===== src/hdl/atrp_pkg.sv =====
// Package: shared types, constants and the arctangent table for the tilt block.
`timescale 1ns / 1ps
package atrp_pkg;

    localparam int ANGLE_FRAC_BITS_DEF = 8;
    localparam int CORDIC_STAGES_DEF   = 16;
    localparam int TABLE_LEN           = 24;
    localparam int ACC_FRAC            = 24;

    // Square of a 13-bit value is at most 2^24; a sum of two fits 26 bits.
    localparam int MAG2_W  = 26;
    // Radicand is mag2 << 16 (42 bits); root fits 21 bits.
    localparam int RAD_W   = 42;
    localparam int ROOT_W  = 21;
    // CORDIC working width: x grows to about 1.65 * 2^21, keep headroom.
    localparam int CW      = 25;
    // Angle accumulator, degrees * 2^24, |z| < 2^31.
    localparam int ZW      = 32;

    typedef struct packed {
        logic [7:0] x_low;
        logic [7:0] x_high;
        logic [7:0] y_low;
        logic [7:0] y_high;
        logic [7:0] z_low;
        logic [7:0] z_high;
    } in_word_t;

    typedef struct packed {
        logic signed [15:0] roll_angle;
        logic signed [15:0] pitch_angle;
        logic               undefined_flag;
    } out_word_t;

    // Per-angle side-band that travels alongside the CORDIC data.
    typedef struct packed {
        logic neg;     // numerator negative
        logic zden;    // denominator zero
        logic znum;    // numerator zero
    } ang_ctl_t;

    function automatic logic [ZW-1:0] atan_tab(input int i);
        logic [ZW-1:0] r;
        r = '0;
        case (i)
            0:  r = 32'd754974720;
            1:  r = 32'd445687602;
            2:  r = 32'd235489088;
            3:  r = 32'd119537938;
            4:  r = 32'd60000935;
            5:  r = 32'd30029717;
            6:  r = 32'd15018523;
            7:  r = 32'd7509720;
            8:  r = 32'd3754917;
            9:  r = 32'd1877466;
            10: r = 32'd938734;
            11: r = 32'd469367;
            12: r = 32'd234684;
            13: r = 32'd117342;
            14: r = 32'd58671;
            15: r = 32'd29335;
            16: r = 32'd14668;
            17: r = 32'd7334;
            18: r = 32'd3667;
            19: r = 32'd1833;
            20: r = 32'd917;
            21: r = 32'd458;
            22: r = 32'd229;
            23: r = 32'd115;
            default: r = '0;
        endcase
        return r;
    endfunction

    function automatic logic signed [12:0] sext13(input logic [7:0] lo, input logic [7:0] hi);
        return $signed({hi[4:0], lo});
    endfunction

endpackage


===== src/hdl/atrp_cordic_cell.sv =====
// One vectoring CORDIC stage with registered outputs and a side-band lane.
`timescale 1ns / 1ps
module atrp_cordic_cell #(
    parameter int STEP  = 0,
    parameter int SIDEW = 1
) (
    input  logic                              clk,
    input  logic                              rst_n,
    input  logic                              vld,
    input  logic signed [atrp_pkg::CW-1:0]    x,
    input  logic signed [atrp_pkg::CW-1:0]    y,
    input  logic signed [atrp_pkg::ZW-1:0]    z,
    input  logic [SIDEW-1:0]                  side,
    output logic                              vld_o,
    output logic signed [atrp_pkg::CW-1:0]    x_o,
    output logic signed [atrp_pkg::CW-1:0]    y_o,
    output logic signed [atrp_pkg::ZW-1:0]    z_o,
    output logic [SIDEW-1:0]                  side_o
);
    localparam logic [atrp_pkg::ZW-1:0] ANG = atrp_pkg::atan_tab(STEP);

    logic                              vld_reg;
    logic signed [atrp_pkg::CW-1:0]    x_reg, y_reg, x_next, y_next;
    logic signed [atrp_pkg::ZW-1:0]    z_reg, z_next;
    logic signed [atrp_pkg::CW-1:0]    dx, dy;
    logic [SIDEW-1:0]                  side_reg;

    always_comb
    begin
        dx = y >>> STEP;
        dy = x >>> STEP;
        if (!y[atrp_pkg::CW-1])
        begin
            x_next = x + dx;
            y_next = y - dy;
            z_next = z + $signed(ANG);
        end
        else
        begin
            x_next = x - dx;
            y_next = y + dy;
            z_next = z - $signed(ANG);
        end
    end

    always_ff @(posedge clk or negedge rst_n)
    begin
        if (!rst_n)
            vld_reg <= 1'b0;
        else
            vld_reg <= vld;
    end

    always_ff @(posedge clk)
    begin
        x_reg    <= x_next;
        y_reg    <= y_next;
        z_reg    <= z_next;
        side_reg <= side;
    end

    assign vld_o  = vld_reg;
    assign x_o    = x_reg;
    assign y_o    = y_reg;
    assign z_o    = z_reg;
    assign side_o = side_reg;
endmodule


===== config.mk =====
export PLATFORM = sky130hd
export DESIGN_NAME = atrp_cordic_cell
export DESIGN_NICKNAME = d
export VERILOG_FILES = /design/src/hdl/atrp_pkg.sv /design/src/hdl/atrp_cordic_cell.sv
export SDC_FILE = /design/constraint.sdc
export NUM_CORES = 1
export LEC_CHECK = 0
export ABC_AREA = 1
export BUFFER_PORTS_ARGS = -buffer_cell sky130_fd_sc_hd__buf_4
export CAP_MARGIN = 20
export CORE_ASPECT_RATIO = 0.9
export CORE_UTILIZATION = 52
export CTS_BUF_LIST = sky130_fd_sc_hd__clkbuf_8
export CTS_CLUSTER_DIAMETER = 40
export DETAILED_ROUTE_END_ITERATION = 6
export GPL_TIMING_DRIVEN = 1
export PLACE_DENSITY = 0.8
export RECOVER_POWER = 100
export SLEW_MARGIN = 20
export SYNTH_ARGS = -nofsm -noshare
export SYNTH_HDL_FRONTEND = slang
export SYNTH_SLANG_ARGS = --single-unit
export TNS_END_PERCENT = 10

===== constraint.sdc =====
create_clock -name clk -period 0.8 [get_ports clk]
set_input_delay 0.12 -clock clk [delete_from_list [all_inputs] [get_ports clk]]
set_output_delay 0.12 -clock clk [all_outputs]
set_load 0.05 [all_outputs]

==> metrics, run 1 <==
status did not finish; stopping stage global routing; Halt Reason [ERROR GRT-0232] Routing congestion too high. Check the congestion heatmap in the GUI.; Place WS -1.10 ns; Starting Density 53.6%; top post-synthesis cells by area nand2_1 (22%), dfxtp_1 (22%), ha_1 (13%); Final GP Congestion 1.03; ys async rst share 1.20%; detailed placement HPWL 21.2 mm; synth unique cells 36; cells after synthesis 1267; CTS Buf Count 9; GR repair worst EP x_o[24]$_DFF_P_/D; syn nets 1435; share of Yosys cell area claimed by the top area cell type 21.8%; sequential area share after synthesis 22.0%; top_reg_cell synth dfxtp_1; Root Driver clkbuf_8; Total GRT Usage 79.3%; Sink Count 83; die height 116 µm; H-tree levels 3; row count 41; largest net degree at the start of global routing 42; die width 129 µm; Longest Clk Path Bufs 2; Yosys warning total 0; number of synthesized register bits 83; Yosys top cell by area nand2_1; IO Port Bufs 169; Worst EP kind register data pin; IO Pins 170; total congestion overflow 169; Post-synth EDFFs 0; Inst Count DP 1771; Mean Syn Cell Area 5.97 µm²; post-synthesis cell area 7570 µm²; Commonest cells post-synth nand2_1 (440), inv_1 (232), nand3_1 (108); most frequent cell after synthesis nand2_1
routing by layer:
layer	GRT overflow	global-route usage (%)
met5	1	39.5
met4	66	84.0
met3	5	63.3
met2	95	96.6
met1	2	77.2
per-stage QoR:
step / area, µm² / util, %
2_1_floorplan: 7670 / -
3_5_place_dp: 10200 / 72.6
4_1_cts: 12600 / 89.0
3_3_place_gp: 10200 / 72.6
logic make-up after synthesis:
kind of cell,synth area share (%)
buffers and inverters,15.4
XOR/XNOR,2.43
AND/OR/NAND/NOR,38.3
AO/OA/AOI/OAI,7.90
flip-flops,22.0
adder cells (fa/ha/maj),14.0
timing repair:
action,in CTS
gates resized for setup,532
hold endpoints to repair,28
pin swaps,114
hold buffers,28
setup endpoints to repair,134
buffers inserted,17
==> run 2: changes to the inputs <==
Settings changed: CORE_ASPECT_RATIO 0.9 to not set, CORE_UTILIZATION 52 to 40, CTS_BUF_LIST sky130_fd_sc_hd__clkbuf_8 to not set, CTS_CLUSTER_DIAMETER 40 to not set, PLACE_DENSITY 0.8 to not set, PLACE_DENSITY_LB_ADDON set to 0.15.
Clock period 0.8 ns to 1.05 ns, I/O delays scaled along.
==> metrics, run 2 <==
fin crit share 133%; core area 18300 µm²; LEAKAGE 6.49 nW; Vias 8937; ys async rst share 1.20% (unchanged); die height 140 µm (+20%); H-tree levels 3 (unchanged); total congestion overflow 0; Total GRT Usage 27.6%; top sig layer met4; IO Pins 170 (unchanged); cells after synthesis 1267 (unchanged); Sink Count 83 (unchanged); synth unique cells 36 (unchanged); status finished, violations left; final setup violating endpoints 47; met2 WL 12.7 mm; clock tree from TritonCTS yes; Worst-path clk slew 0.06 ns; Residual DRC 0; share of cells above drive strength 1 38.4%; largest net degree at the start of global routing 44; number of synthesized register bits 83 (unchanged); met1 WL 11.7 mm; top post-synthesis cells by area nand2_1 (22%), dfxtp_1 (22%), ha_1 (13%); crit path launch type input pin; Final min period 1.40 ns; non-filler cells, final 1860; total die area 19500 µm²; met3 wire length 1.46 mm; layout filler cell count 1689; Worst Tran Pin Value 0.494 ns; Critical Path AT 1.64 ns; Final GP Congestion 0.939 (-8.6%); DR iter-0 viols 523; Mean Syn Cell Area 5.97 µm² (unchanged); syn nets 1435 (unchanged); Yosys warning total 0 (unchanged); Root Driver clkbuf_16; post-synthesis cell area 7570 µm² (unchanged); Max Fclk 0.716 GHz; Layout Nets 1794; IO Port Bufs 169 (unchanged); RSZ-0062 raised after global routing yes; most frequent cell after synthesis nand2_1; Longest Clk Path Bufs 2 (unchanged); max_slew headroom 67.0%; first-pass GRT wire length 42.2 mm; CTS Buf Count 9 (unchanged); Inst Count DP 1805 (+1.9%); sequential area share after synthesis 22.0% (unchanged); top_reg_cell synth dfxtp_1; PwrDens 1230 nW/µm²; antenna cells 0; worst vdd ir 0.827 mV; max reg flops 32; Starting Density 41.4% (-12 points); Crit Path Class input pin to flop; most frequent cells in the layout nand2_1 (371), buf_4 (291), inv_1 (209); CP Capture Type flop; vias in the first global route 8670; mean number of vias per cell 4.80; Max FO, Critical Path 8; Max Cap Violations 0; Final Hold Vio Count 0; detailed placement HPWL 21.3 mm (+0.56%); initial antenna violation count 0; final setup margin -0.347 ns; most common cell after layout, fill and taps aside nand2_1; Post-DRT Antenna Nets 0; Worst EP required 1.29 ns; final wirelength 26.7 mm; die width 140 µm (+8.0%); violated checks negative setup slack; row count 49 (+20%); Max Slew Vio Count 0; Post-synth EDFFs 0 (unchanged); share of Yosys cell area claimed by the top area cell type 21.8% (unchanged); Yosys top cell by area nand2_1; Commonest cells post-synth nand2_1 (440), inv_1 (232), nand3_1 (108); Hold Path Class input pin to flop; Synth-to-Final Area Change 58.8%; 1st-pass router iterations 5; average wire per standard cell 14.4 µm; fin util 65.8%
## run 2: cell type report
type | count | area [µm²] | share of cell area, %
Timing Repair Buffer | 382 | 3090 | 25.7
Sequential cell | 83 | 1670 | 13.9
Clock buffer | 11 | 253 | 2.10
Tap cell | 229 | 287 | 2.38
Inverter | 243 | 925 | 7.70
Clock inverter | 5 | 60.1 | 0.500
Multi-Input combinational cell | 907 | 5730 | 47.7
## run 2: final timing paths
kind	from	to	cells past startpoint	slack, ns
min in group asynchronous	rst_n	vld_o	2	0.13
min	x[24]	x_o[24]	3	0.02
max in group asynchronous	rst_n	vld_o	2	0.83
max	x[11]	y_o[12]	10	-0.35
## run 2: timing repair
action / in CTS / in global routing
setup buffers: 11 / 1
gates resized for setup: 243 / 77
pin swaps: 63 / 37
hold buffers: 27 / 0
hold endpoints to repair: 27 / 0
endpoints found under the setup margin: 57 / 57
## run 2: layer usage
layer	global-route usage, %	vias to the layer above
met5	0	-
met4	10.8	0
met1	33.6	4016
met2	49.3	284
met3	3.58	49
li1	-	4588
## run 2: power by group
| part | switching, W | internal [W] | total, W | leakage [nW] |
|---|---|---|---|---|
| Sequential | 0.000169 | 0.00361 | 0.00378 | 0.704 |
| Combinational | 0.00469 | 0.00298 | 0.00767 | 5.63 |
| Clock | 0.00140 | 0.00198 | 0.00338 | 0.152 |
| Total | 0.00626 | 0.00857 | 0.0148 | 6.49 |
## run 2: stage by stage
stage          power (W)  setup TNS (ns)  cell area [µm²]  hold slack [ns]  worst slack (ns)
3_5_place_dp      0.0105          -38.24            10300          -0.0659            -0.951
4_1_cts           0.0147           -9.80            11800          0.00909            -0.306
6_report          0.0148          -10.94            12000           0.0189            -0.347
3_3_place_gp      0.0104          -37.94            10300          -0.0659            -0.966
2_1_floorplan    0.00796          -18.66             7670           -0.138            -0.482
5_1_grt           0.0156          -15.37            12000           0.0364            -0.410
## run 2: cells by family (layout without fill, tap and decap cells)
family | after synthesis | after routing | share of synthesized area [%]
xor+xnor | 21 | 21 | 2.43
simple gates | 692 | 692 | 38.3
compound gates | 112 | 112 | 7.90
buf+inv | 277 | 641 | 15.4
flops | 83 | 83 | 22.0
fa+ha+maj | 82 | 82 | 14.0
## run 2: worst max-delay path, stage by stage
cell      delay (ns)
buf_4           0.12
ha_4            0.36
inv_2           0.06
a21oi_2         0.15
buf_6           0.14
nand2_4         0.05
nand3b_1        0.21
or2_1           0.27
nand3_1         0.07
nand2_1         0.05
No activity file was read; power rests on OpenSTA's default activity.
==> run 3: changes to the inputs <==
Settings changed: CORE_UTILIZATION 40 to 56, REMOVE_ABC_BUFFERS set to 1.
==> metrics, run 3 <==
Commonest cells post-synth nand2_1 (440), inv_1 (232), nand3_1 (108); most frequent cell after synthesis nand2_1; GR repair worst EP y_o[12]$_DFF_P_/D; total congestion overflow 175; detailed placement HPWL 22.1 mm (+3.9%); top_reg_cell synth dfxtp_1; CTS Buf Count 9 (unchanged); Root Driver clkbuf_16; IO Pins 170 (unchanged); number of synthesized register bits 83 (unchanged); Post-synth EDFFs 0 (unchanged); Halt Reason [ERROR GRT-0232] Routing congestion too high. Check the congestion heatmap in the GUI.; H-tree levels 3 (unchanged); Longest Clk Path Bufs 2 (unchanged); IO Port Bufs 169 (unchanged); Yosys top cell by area nand2_1; Sink Count 83 (unchanged); ys async rst share 1.20% (unchanged); top post-synthesis cells by area nand2_1 (22%), dfxtp_1 (22%), ha_1 (13%); post-synthesis cell area 7570 µm² (unchanged); Final GP Congestion 1.01 (+7.7%); Place WS -0.932 ns (+0.0192 ns); row count 42 (-14%); status did not finish; cells after synthesis 1267 (unchanged); synth unique cells 36 (unchanged); sequential area share after synthesis 22.0% (unchanged); Mean Syn Cell Area 5.97 µm² (unchanged); Starting Density 57.4% (+16 points); largest net degree at the start of global routing 27; die height 118 µm (-15%); stopping stage global routing; Yosys warning total 0 (unchanged); Worst EP kind register data pin; Total GRT Usage 86.2%; placed inst area 10100 µm² (-1.9%); die width 118 µm (-15%); share of Yosys cell area claimed by the top area cell type 21.8% (unchanged)
## run 3: cell families after synthesis
logic type / after synthesis / share of synthesized area (%)
buffers and inverters: 277 / 15.4
flip-flops: 83 / 22.0
adder cells (fa/ha/maj): 82 / 14.0
XOR/XNOR: 21 / 2.43
AO/OA/AOI/OAI: 112 / 7.90
AND/OR/NAND/NOR: 692 / 38.3
## run 3: layer usage
layer	GRT overflow	global-route usage (%)
met5	0	51.8
met4	83	94.3
met3	9	72.8
met2	81	98.7
met1	2	84.1
## run 3: what timing repair did
| item | CTS |
|---|---|
| setup buffers | 11 |
| hold endpoints to repair | 27 |
| hold buffers | 27 |
| endpoints found under the setup margin | 64 |
| gates resized for setup | 208 |
| pin swaps | 37 |
| cloned | 0 |
## run 3: through the flow
step           instances  utilization (%)
4_1_cts             1798             87.2
3_3_place_gp        1744             76.3
2_1_floorplan       1233                -
3_5_place_dp        1744             76.3
