## src/hdl/atrp_pkg.sv

```systemverilog
// Package: shared types, constants and the arctangent table for the tilt block.
`timescale 1ns / 1ps
package atrp_pkg;

    localparam int ANGLE_FRAC_BITS_DEF = 8;
    localparam int CORDIC_STAGES_DEF   = 16;
    localparam int TABLE_LEN           = 24;
    localparam int ACC_FRAC            = 24;

    // Square of a 13-bit value is at most 2^24; a sum of two fits 26 bits.
    localparam int MAG2_W  = 26;
    // Radicand is mag2 << 16 (42 bits); root fits 21 bits.
    localparam int RAD_W   = 42;
    localparam int ROOT_W  = 21;
    // CORDIC working width: x grows to about 1.65 * 2^21, keep headroom.
    localparam int CW      = 25;
    // Angle accumulator, degrees * 2^24, |z| < 2^31.
    localparam int ZW      = 32;

    typedef struct packed {
        logic [7:0] x_low;
        logic [7:0] x_high;
        logic [7:0] y_low;
        logic [7:0] y_high;
        logic [7:0] z_low;
        logic [7:0] z_high;
    } in_word_t;

    typedef struct packed {
        logic signed [15:0] roll_angle;
        logic signed [15:0] pitch_angle;
        logic               undefined_flag;
    } out_word_t;

    // Per-angle side-band that travels alongside the CORDIC data.
    typedef struct packed {
        logic neg;     // numerator negative
        logic zden;    // denominator zero
        logic znum;    // numerator zero
    } ang_ctl_t;

    function automatic logic [ZW-1:0] atan_tab(input int i);
        logic [ZW-1:0] r;
        r = '0;
        case (i)
            0:  r = 32'd754974720;
            1:  r = 32'd445687602;
            2:  r = 32'd235489088;
            3:  r = 32'd119537938;
            4:  r = 32'd60000935;
            5:  r = 32'd30029717;
            6:  r = 32'd15018523;
            7:  r = 32'd7509720;
            8:  r = 32'd3754917;
            9:  r = 32'd1877466;
            10: r = 32'd938734;
            11: r = 32'd469367;
            12: r = 32'd234684;
            13: r = 32'd117342;
            14: r = 32'd58671;
            15: r = 32'd29335;
            16: r = 32'd14668;
            17: r = 32'd7334;
            18: r = 32'd3667;
            19: r = 32'd1833;
            20: r = 32'd917;
            21: r = 32'd458;
            22: r = 32'd229;
            23: r = 32'd115;
            default: r = '0;
        endcase
        return r;
    endfunction

    function automatic logic signed [12:0] sext13(input logic [7:0] lo, input logic [7:0] hi);
        return $signed({hi[4:0], lo});
    endfunction

endpackage

```

## src/hdl/atrp_sqrt_cell.sv

```systemverilog
// One radix-4 step of a pipelined restoring square root, with a delay lane.
`timescale 1ns / 1ps
module atrp_sqrt_cell #(
    parameter int STEP  = 0,
    parameter int SIDEW = 1
) (
    input  logic                          clk,
    input  logic                          rst_n,
    input  logic                          vld,
    input  logic [atrp_pkg::RAD_W-1:0]    rem,
    input  logic [atrp_pkg::ROOT_W-1:0]   root,
    input  logic [SIDEW-1:0]              side,
    output logic                          vld_o,
    output logic [atrp_pkg::RAD_W-1:0]    rem_o,
    output logic [atrp_pkg::ROOT_W-1:0]   root_o,
    output logic [SIDEW-1:0]              side_o
);
    localparam int SH = 2 * (atrp_pkg::ROOT_W - 1 - STEP);

    logic                         vld_reg;
    logic [atrp_pkg::RAD_W-1:0]   rem_reg, rem_next;
    logic [atrp_pkg::ROOT_W-1:0]  root_reg, root_next;
    logic [SIDEW-1:0]             side_reg;
    logic [atrp_pkg::RAD_W+1:0]   trial;

    // trial = (4*root + 1) << SH, root holds the bits found so far
    always_comb
    begin
        trial = ({{(atrp_pkg::RAD_W+2-atrp_pkg::ROOT_W-2){1'b0}}, root, 2'b01}) << SH;
        if ({2'b00, rem} >= trial)
        begin
            rem_next  = rem - trial[atrp_pkg::RAD_W-1:0];
            root_next = {root[atrp_pkg::ROOT_W-2:0], 1'b1};
        end
        else
        begin
            rem_next  = rem;
            root_next = {root[atrp_pkg::ROOT_W-2:0], 1'b0};
        end
    end

    always_ff @(posedge clk or negedge rst_n)
    begin
        if (!rst_n)
            vld_reg <= 1'b0;
        else
            vld_reg <= vld;
    end

    always_ff @(posedge clk)
    begin
        rem_reg  <= rem_next;
        root_reg <= root_next;
        side_reg <= side;
    end

    assign vld_o  = vld_reg;
    assign rem_o  = rem_reg;
    assign root_o = root_reg;
    assign side_o = side_reg;
endmodule

```

## config.mk

```make
export PLATFORM = sky130hd
export DESIGN_NAME = atrp_sqrt_cell
export DESIGN_NICKNAME = d
export VERILOG_FILES = /design/src/hdl/atrp_pkg.sv /design/src/hdl/atrp_sqrt_cell.sv
export SDC_FILE = /design/constraint.sdc
export NUM_CORES = 1
export LEC_CHECK = 0
export BUFFER_PORTS_ARGS = -buffer_cell sky130_fd_sc_hd__buf_2
export CAP_MARGIN = 40
export CORE_MARGIN = 2
export CORE_UTILIZATION = 34
export CTS_CLUSTER_DIAMETER = 120
export DETAILED_ROUTE_END_ITERATION = 8
export GPL_ROUTABILITY_DRIVEN = 0
export PLACE_DENSITY = 0.78
export RECOVER_POWER = 100
export SYNTH_ARGS = -nofsm -noshare
export SYNTH_HDL_FRONTEND = slang
export SYNTH_SLANG_ARGS = --single-unit
```

## constraint.sdc

```tcl
create_clock -name clk -period 0.8 [get_ports clk]
set_clock_uncertainty 0.2 [all_clocks]
set_input_delay 0.08 -clock clk [delete_from_list [all_inputs] [get_ports clk]]
set_output_delay 0.08 -clock clk [all_outputs]
set_load 0.1 [all_outputs]
```

==> results_dict.tcl, run 1 <==
set metrics [dict create \
    cts_sinks 65 \
    htree_num_levels 3 \
    yosysUniqueCellTypes 15 \
    post_cts_buffers 0 \
    cts_root_buffer "clkbuf_8" \
    hpwl_mm 4.72 \
    cts_made_buffers 9 \
    status "stopped before the end" \
    syn_inst 87 \
    max-clock-path-buffers 2 \
    place_inst 273 \
    endpoint_type "register input" \
    io_pins 132 \
    yosys-top-cells-area "dfxtp_1 85%, nor4_1 2.9%, dfrtp_1 1.7%" \
    crit_endpoint "rem_o[41]$_DFF_P_/D" \
    synth-seq-area-share 0.868 \
    row_count 24 \
    grt_max_degree 12 \
    die_y_um 70.5 \
    synth_fp_nets 156 \
    synth_top_area_frac 0.851 \
    die-width_um 70.5 \
    port_buffers 130 \
    synth-seq-cells 65 \
    toolErrorMsg "[ERROR DPL-0038] Utilization greater than 100%, impossible to legalize" \
    syn_area_per_cell_um2 17.3 \
    flow.stopped_at "global routing (5_1_grt)" \
    start_util 0.351 \
    syn_area_um2 1510 \
    ys_warn_count 0 \
    synth_largest_area_cell "dfxtp_1" \
]
-- stage by stage --
step	util	hold WS (ns)	setup slack [ns]	instance area [um^2]
floorplan	-	-0.416	-0.447	1810
global placement	0.822	-0.345	-0.714	3530
detailed placement	0.822	-0.340	-0.828	3530
CTS	0.944	-0.362	-0.494	4050
-- cell families after synthesis --
kind of cell / count (synthesis) / synth area share
flip-flops: 65 / 0.868
AND/OR/NAND/NOR: 15 / 0.0839
buffers and inverters: 2 / 0.00499
adder cells (fa/ha/maj): 2 / 0.0166
AO/OA/AOI/OAI: 1 / 0.0141
XOR/XNOR: 1 / 0.00582
multiplexers: 1 / 0.00665
-- cell usage after synthesis --
| cell type | count |
|---|---|
| dfxtp_1 | 64 |
| nor4_1 | 7 |
| ha_1 | 2 |
| inv_1 | 2 |
| nand4_1 | 2 |
| dfrtp_1 | 1 |
| mux2i_1 | 1 |
| nand3_2 | 1 |
| nor3_1 | 1 |
| nor4_2 | 1 |
| nor4_4 | 1 |
| nor4b_2 | 1 |
| o31ai_4 | 1 |
| or3_1 | 1 |
| xnor2_1 | 1 |
-- timing repair --
item	CTS
hold buffers	24
setup endpoints to repair	68
endpoints found under the hold margin	66
pin swaps	5
resized for setup	6
==> run 2: changes to the inputs <==
--- a/config.mk
+++ b/config.mk
@@ -8,11 +8,10 @@
 export BUFFER_PORTS_ARGS = -buffer_cell sky130_fd_sc_hd__buf_2
 export CAP_MARGIN = 40
 export CORE_MARGIN = 2
-export CORE_UTILIZATION = 34
-export CTS_CLUSTER_DIAMETER = 120
+export CORE_UTILIZATION = 20
 export DETAILED_ROUTE_END_ITERATION = 8
 export GPL_ROUTABILITY_DRIVEN = 0
-export PLACE_DENSITY = 0.78
+export PLACE_DENSITY_LB_ADDON = 0.15
 export RECOVER_POWER = 100
 export SYNTH_ARGS = -nofsm -noshare
 export SYNTH_HDL_FRONTEND = slang
==> run 2 against run 1 <==
- area after synthesis is the same
- the flow now finishes, with violations (hold timing, setup timing)
- synthesized cell count is the same
==> results_dict.tcl, run 2 <==
set metrics [dict create \
    status "finished, violations left" \
    violations "hold timing, setup timing" \
    crit_fanout 1 \
    fin_ws_ns -0.457 \
    routedWlPerCell_um 12.5 \
    clkTransAtPathRegs_ns 0.06 \
    min_from "rem[39]" \
    grt_pass1_wl_mm 7.25 \
    switching_share 0.332 \
    drt_iter0_drc 4 \
    cellPowerDensity_nw_per_um2 2050 \
    layout_commonest_cell "buf_12" \
    drt-met1-wl_mm 1.70 \
    synth_top_area_frac 0.851 \
    final-setup-viol-count 68 \
    path_delay_family "flip-flops" \
    p_comb_frac 0.292 \
    criticalPathCategory "register to primary output" \
    p_total_uw 8460 \
    synth-seq-area-share 0.868 \
    min_to "rem_o[39]" \
    ant_nets 0 \
    cpMaxStageDelayCell "dfrtp_4" \
    cp.required_ns 0.52 \
    relSlewSlack 0.845 \
    synth_flop_cell "dfxtp_1" \
    vias_per_cell 3.64 \
    htree_num_levels 3 \
    peakVddDrop_uv 1030 \
    path_cells "buf_12" \
    max-clock-path-buffers 2 \
    crit_buf_inv 1 \
    drc 0 \
    ys_warn_count 0 \
    p_leak_uw 0.00167 \
    start_kind "register" \
    power_frac_clock 0.297 \
    grt_usage 0.115 \
    diodes 0 \
    endpoint_kind "primary output" \
    hold_viol_final 40 \
    grt_max_degree 11 \
    syn_area_um2 1510 \
    antenna_found_initial 0 \
    cpPeakStageDelay_ns 0.48 \
    min_path_cells 1 \
    synthTopCellsByCount "64 x dfxtp_1, 7 x nor4_1, 2 x ha_1, 2 x inv_1, 2 x nand4_1" \
    area_growth_pct 174 \
    wl_met3_um 658 \
    register_area_um2 1550 \
    async_flop_share 0.0154 \
    cap_violations 0 \
    die_y_um 90.8 \
    synth_most_common_cell "dfxtp_1" \
    cts_tree "built" \
    synth_fp_nets 156 \
    layout_common_cells "65 x buf_12, 63 x dfxtp_4, 37 x clkbuf_1" \
    cts_made_buffers 9 \
    fin_hold_ws_ns -0.328 \
    drt-total-wl_mm 4.64 \
    hpwl_mm 3.53 \
    grt_pass1_vias 1462 \
    p_seq_frac 0.411 \
    synth_largest_area_cell "dfxtp_1" \
    largest_reg_flops 42 \
    start_util 0.208 \
    yosys-top-cells-area "dfxtp_1 85%, nor4_1 2.9%, dfrtp_1 1.7%" \
    dieArea_um2 8240 \
    fmax_mhz 795 \
    row_count 31 \
    vias 1347 \
    syn_inst 87 \
    cts_root_buffer "clkbuf_8" \
    startpoint "vld_o" \
    synth-seq-cells 65 \
    nets 336 \
    die-width_um 90.8 \
    fill_cells 587 \
    min_period_ns 1.26 \
    syn_area_per_cell_um2 17.3 \
    drive_gt1_frac 0.723 \
    slew_violations 0 \
    cts_sinks 65 \
    multi_input_area_um2 303 \
    drt_pass1_iterations 2 \
    p_int_uw 5650 \
    worst_slew_pin_slew_ns 0.230 \
    core-area_um2 7250 \
    critical_path_arrival_ns 0.98 \
    dr_wl_met2_mm 2.21 \
    finalSetupTns_ns -21.49 \
    post_cts_buffers 0 \
    synth_edf_count 0 \
    io_pins 132 \
    hp-class "input port to register" \
    finalCritPeriodShare 1.57 \
    yosysUniqueCellTypes 15 \
    maxUsedRoutingLayer "met4" \
    gr-total-overflow 0 \
    p_sw_uw 2810 \
    grt_setup_unrepaired "yes" \
    port_buffers 130 \
]
run 2: per-stage QoR:
step	setup slack, ns	area [um^2]	instances	util
final	-0.457	4120	370	0.568
after global routing	-0.491	4120	370	0.568
after CTS	-0.481	4120	364	0.567
after detailed placement	-0.817	3650	328	0.503
after global placement	-0.781	3650	328	0.503
after floorplan	-0.447	1810	87	-
run 2: per-layer routing:
metal | vias up | GRT usage
li1 | 657 | -
met5 | - | 0
met4 | 0 | 0.0577
met3 | 9 | 0.0726
met1 | 589 | 0.115
met2 | 92 | 0.187
run 2: cells by family after synthesis:
group           count (synthesis)  share of synthesized area
buf+inv                         2                    0.00499
flops                          65                      0.868
simple gates                   15                     0.0839
compound gates                  1                     0.0141
mux                             1                    0.00665
xor+xnor                        1                    0.00582
fa+ha+maj                       2                     0.0166
run 2: how the worst max path moves through the flow:
stage                      to  slack, ns  depth (start not counted)
floorplan           rem_o[41]      -0.45                          4
global placement    rem_o[41]      -0.78                          5
detailed placement  rem_o[41]      -0.82                          5
CTS                     vld_o      -0.48                          1
global route            vld_o      -0.49                          1
finish                  vld_o      -0.46                          1
run 2: repair_timing:
item	4_1_cts	5_1_grt
hold buffers	21	6
resized for setup	15	3
pin swaps	9	1
setup endpoints to repair	68	68
endpoints found under the hold margin	66	46
run 2: layout make-up:
type,count,share of cell area
Inverter,2,0.00243
Multi-Input combinational cell,20,0.0735
Timing Repair Buffer,169,0.476
Clock buffer,10,0.0310
Tap cell,99,0.0301
Sequential cell,65,0.376
Clock inverter,5,0.0115
run 2: power by group through the flow:
stage,clock network [uW],logic (uW),registers (uW)
finish,2510,2470,3480
global route,2760,2540,3490
CTS,2650,2490,3480
detailed placement,0,2370,3550
global placement,0,2360,3540
floorplan,0,46.3,4770
Note: power is estimated with default switching activity, not from simulation.
==> run 3: changes to the inputs <==
--- a/config.mk
+++ b/config.mk
@@ -5,10 +5,12 @@
 export SDC_FILE = /design/constraint.sdc
 export NUM_CORES = 1
 export LEC_CHECK = 0
+export ABC_AREA = 1
 export BUFFER_PORTS_ARGS = -buffer_cell sky130_fd_sc_hd__buf_2
 export CAP_MARGIN = 40
 export CORE_MARGIN = 2
 export CORE_UTILIZATION = 20
+export CTS_CLUSTER_SIZE = 30
 export DETAILED_ROUTE_END_ITERATION = 8
 export GPL_ROUTABILITY_DRIVEN = 0
 export PLACE_DENSITY_LB_ADDON = 0.15
==> run 3 against run 2 <==
- design area is 8.9% higher
- the flow still finishes with violations (hold timing, setup timing)
- hold slack better by 0.039 ns
- die area is 2.9% higher
- clock power is 30% higher
- area after synthesis is 3.1% higher
- sequential cell count stayed put
- count of clock-buffer cells in the layout is 1 higher
- utilization is 2.2 points higher
- combinational power is 4% higher
- largest power group unchanged
- critical path depth stayed put
==> results_dict.tcl, run 3 <==
set metrics [dict create \
    max-clock-path-buffers 2 \
    hp-class "input port to register" \
    violations "hold timing, setup timing" \
    dieArea_um2 8480 \
    yosys-top-cells-area "dfxtp_1 83%, nor2_1 5.3%, nand2_1 2.9%" \
    nets 394 \
    p_int_uw 6420 \
    peakVddDrop_uv 1260 \
    grt_usage 0.127 \
    drt_pass1_iterations 4 \
    synth_fp_nets 187 \
    crit_fanout 1 \
    slew_violations 0 \
    p_comb_frac 0.276 \
    criticalPathCategory "register to primary output" \
    synth_most_common_cell "dfxtp_1" \
    finalSetupTns_ns -21.50 \
    largest_reg_flops 42 \
    min_from "root[0]" \
    synth_top_area_frac 0.826 \
    synth-seq-area-share 0.842 \
    vias_per_cell 3.66 \
    io_pins 132 \
    path_delay_family "flip-flops" \
    p_seq_frac 0.373 \
    synth_largest_area_cell "dfxtp_1" \
    fin_ws_ns -0.465 \
    final-setup-viol-count 68 \
    cp.required_ns 0.52 \
    grt_pass1_vias 1694 \
    gr-total-overflow 0 \
    htree_num_levels 3 \
    drt_iter0_drc 23 \
    cts_root_buffer "clkbuf_8" \
    async_flop_share 0.0154 \
    cpMaxStageDelayCell "dfrtp_4" \
    synthTopCellsByCount "64 x dfxtp_1, 22 x nor2_1, 12 x nand2_1" \
    power_frac_clock 0.351 \
    hold_viol_final 10 \
    cellPowerDensity_nw_per_um2 2070 \
    synth-seq-cells 65 \
    place_inst 358 \
    fin_util 0.590 \
    cts_made_buffers 9 \
    vias 1583 \
    drc 0 \
    core-area_um2 7610 \
    fmax_mhz 791 \
    clkTransAtPathRegs_ns 0.07 \
    cpPeakStageDelay_ns 0.48 \
    path_cells "buf_12" \
    critical_path_arrival_ns 0.98 \
    min_period_ns 1.26 \
    start_kind "register" \
    instances_no_fill 432 \
    fin_hold_ws_ns -0.289 \
    area_growth_pct 189 \
    status "finished, violations left" \
    row_count 32 \
    cts_sinks 65 \
    grt_max_degree 12 \
    port_buffers 130 \
    grt_pass1_wl_mm 8.16 \
    crit_buf_inv 1 \
    ys_warn_count 0 \
    endpoint_kind "primary output" \
    die_y_um 92.1 \
    ant_nets 0 \
    p_sw_uw 2880 \
    syn_area_per_cell_um2 13.1 \
    layout_commonest_cell "buf_12" \
    antenna_found_initial 0 \
    grt_setup_unrepaired "yes" \
    syn_inst 118 \
    cap_violations 0 \
    start_util 0.204 \
    drt-total-wl_mm 5.13 \
    startpoint "vld_o" \
    syn_area_um2 1550 \
    synth_edf_count 0 \
    synth_flop_cell "dfxtp_1" \
    yosysUniqueCellTypes 12 \
    routedWlPerCell_um 11.9 \
    finalCritPeriodShare 1.58 \
    worst_slew_pin_slew_ns 0.205 \
    diodes 0 \
    drive_gt1_frac 0.648 \
    hpwl_mm 3.73 \
    switching_share 0.310 \
    p_leak_uw 0.00190 \
    die-width_um 92.1 \
    relSlewSlack 0.863 \
    layout_common_cells "66 x buf_12, 63 x dfxtp_4, 56 x dlygate4sd3_1" \
    cts_tree "built" \
]
==> run 3: power by group through the flow <==
| stage | logic, uW | registers, uW | clock network, uW |
|---|---|---|---|
| after floorplan | 63.4 | 4770 | 0 |
| after global placement | 2320 | 3540 | 0 |
| after detailed placement | 2340 | 3550 | 0 |
| after CTS | 2570 | 3480 | 3380 |
| after global routing | 2650 | 3490 | 3490 |
| final | 2560 | 3470 | 3270 |
==> run 3: kinds of logic after synthesis <==
kind of cell,Yosys count,share of synthesized area
buf+inv,6,0.0145
fa+ha+maj,2,0.0161
flops,65,0.842
simple gates,45,0.127
==> run 3: layer usage <==
layer | vias up | track usage | wire length [um]
li1 | 781 | - | -
met1 | 712 | 0.127 | 1850
met2 | 80 | 0.229 | 2680
met3 | 10 | 0.0583 | 504
met4 | 0 | 0.0485 | 98
met5 | - | 0 | 0
==> run 3: final cells by class <==
class	count	area (um^2)
Tap cell	102	128
Multi-Input combinational cell	47	295
Clock inverter	5	104
Sequential cell	65	1550
Fill cell	644	3120
Inverter	6	35.0
Clock buffer	11	131
Timing Repair Buffer	196	2250
==> run 3: repair_timing <==
action | CTS | global route
pin swaps | 9 | 11
endpoints found under the setup margin | 68 | 70
buffers inserted | 2 | 0
endpoints found under the hold margin | 66 | 13
resized for setup | 8 | 19
hold buffers | 56 | 2
==> run 3: final timing paths <==
path | end | slack, ns | depth (start not counted)
worst max-delay path | vld_o | -0.46 | 1
worst min-delay path | root_o[1] | -0.29 | 1
max in group asynchronous | vld_o | 0.45 | 2
min in group asynchronous | vld_o | -0.15 | 2
==> run 3: metrics by stage <==
stage	total power, uW	hold WS, ns	worst slack [ns]	instance area, um^2
2_1_floorplan	4830	-0.416	-0.192	1830
3_3_place_gp	5870	-0.343	-0.509	3640
3_5_place_dp	5890	-0.342	-0.508	3640
4_1_cts	9430	-0.363	-0.494	4480
5_1_grt	9630	-0.307	-0.506	4490
6_report	9300	-0.289	-0.465	4490
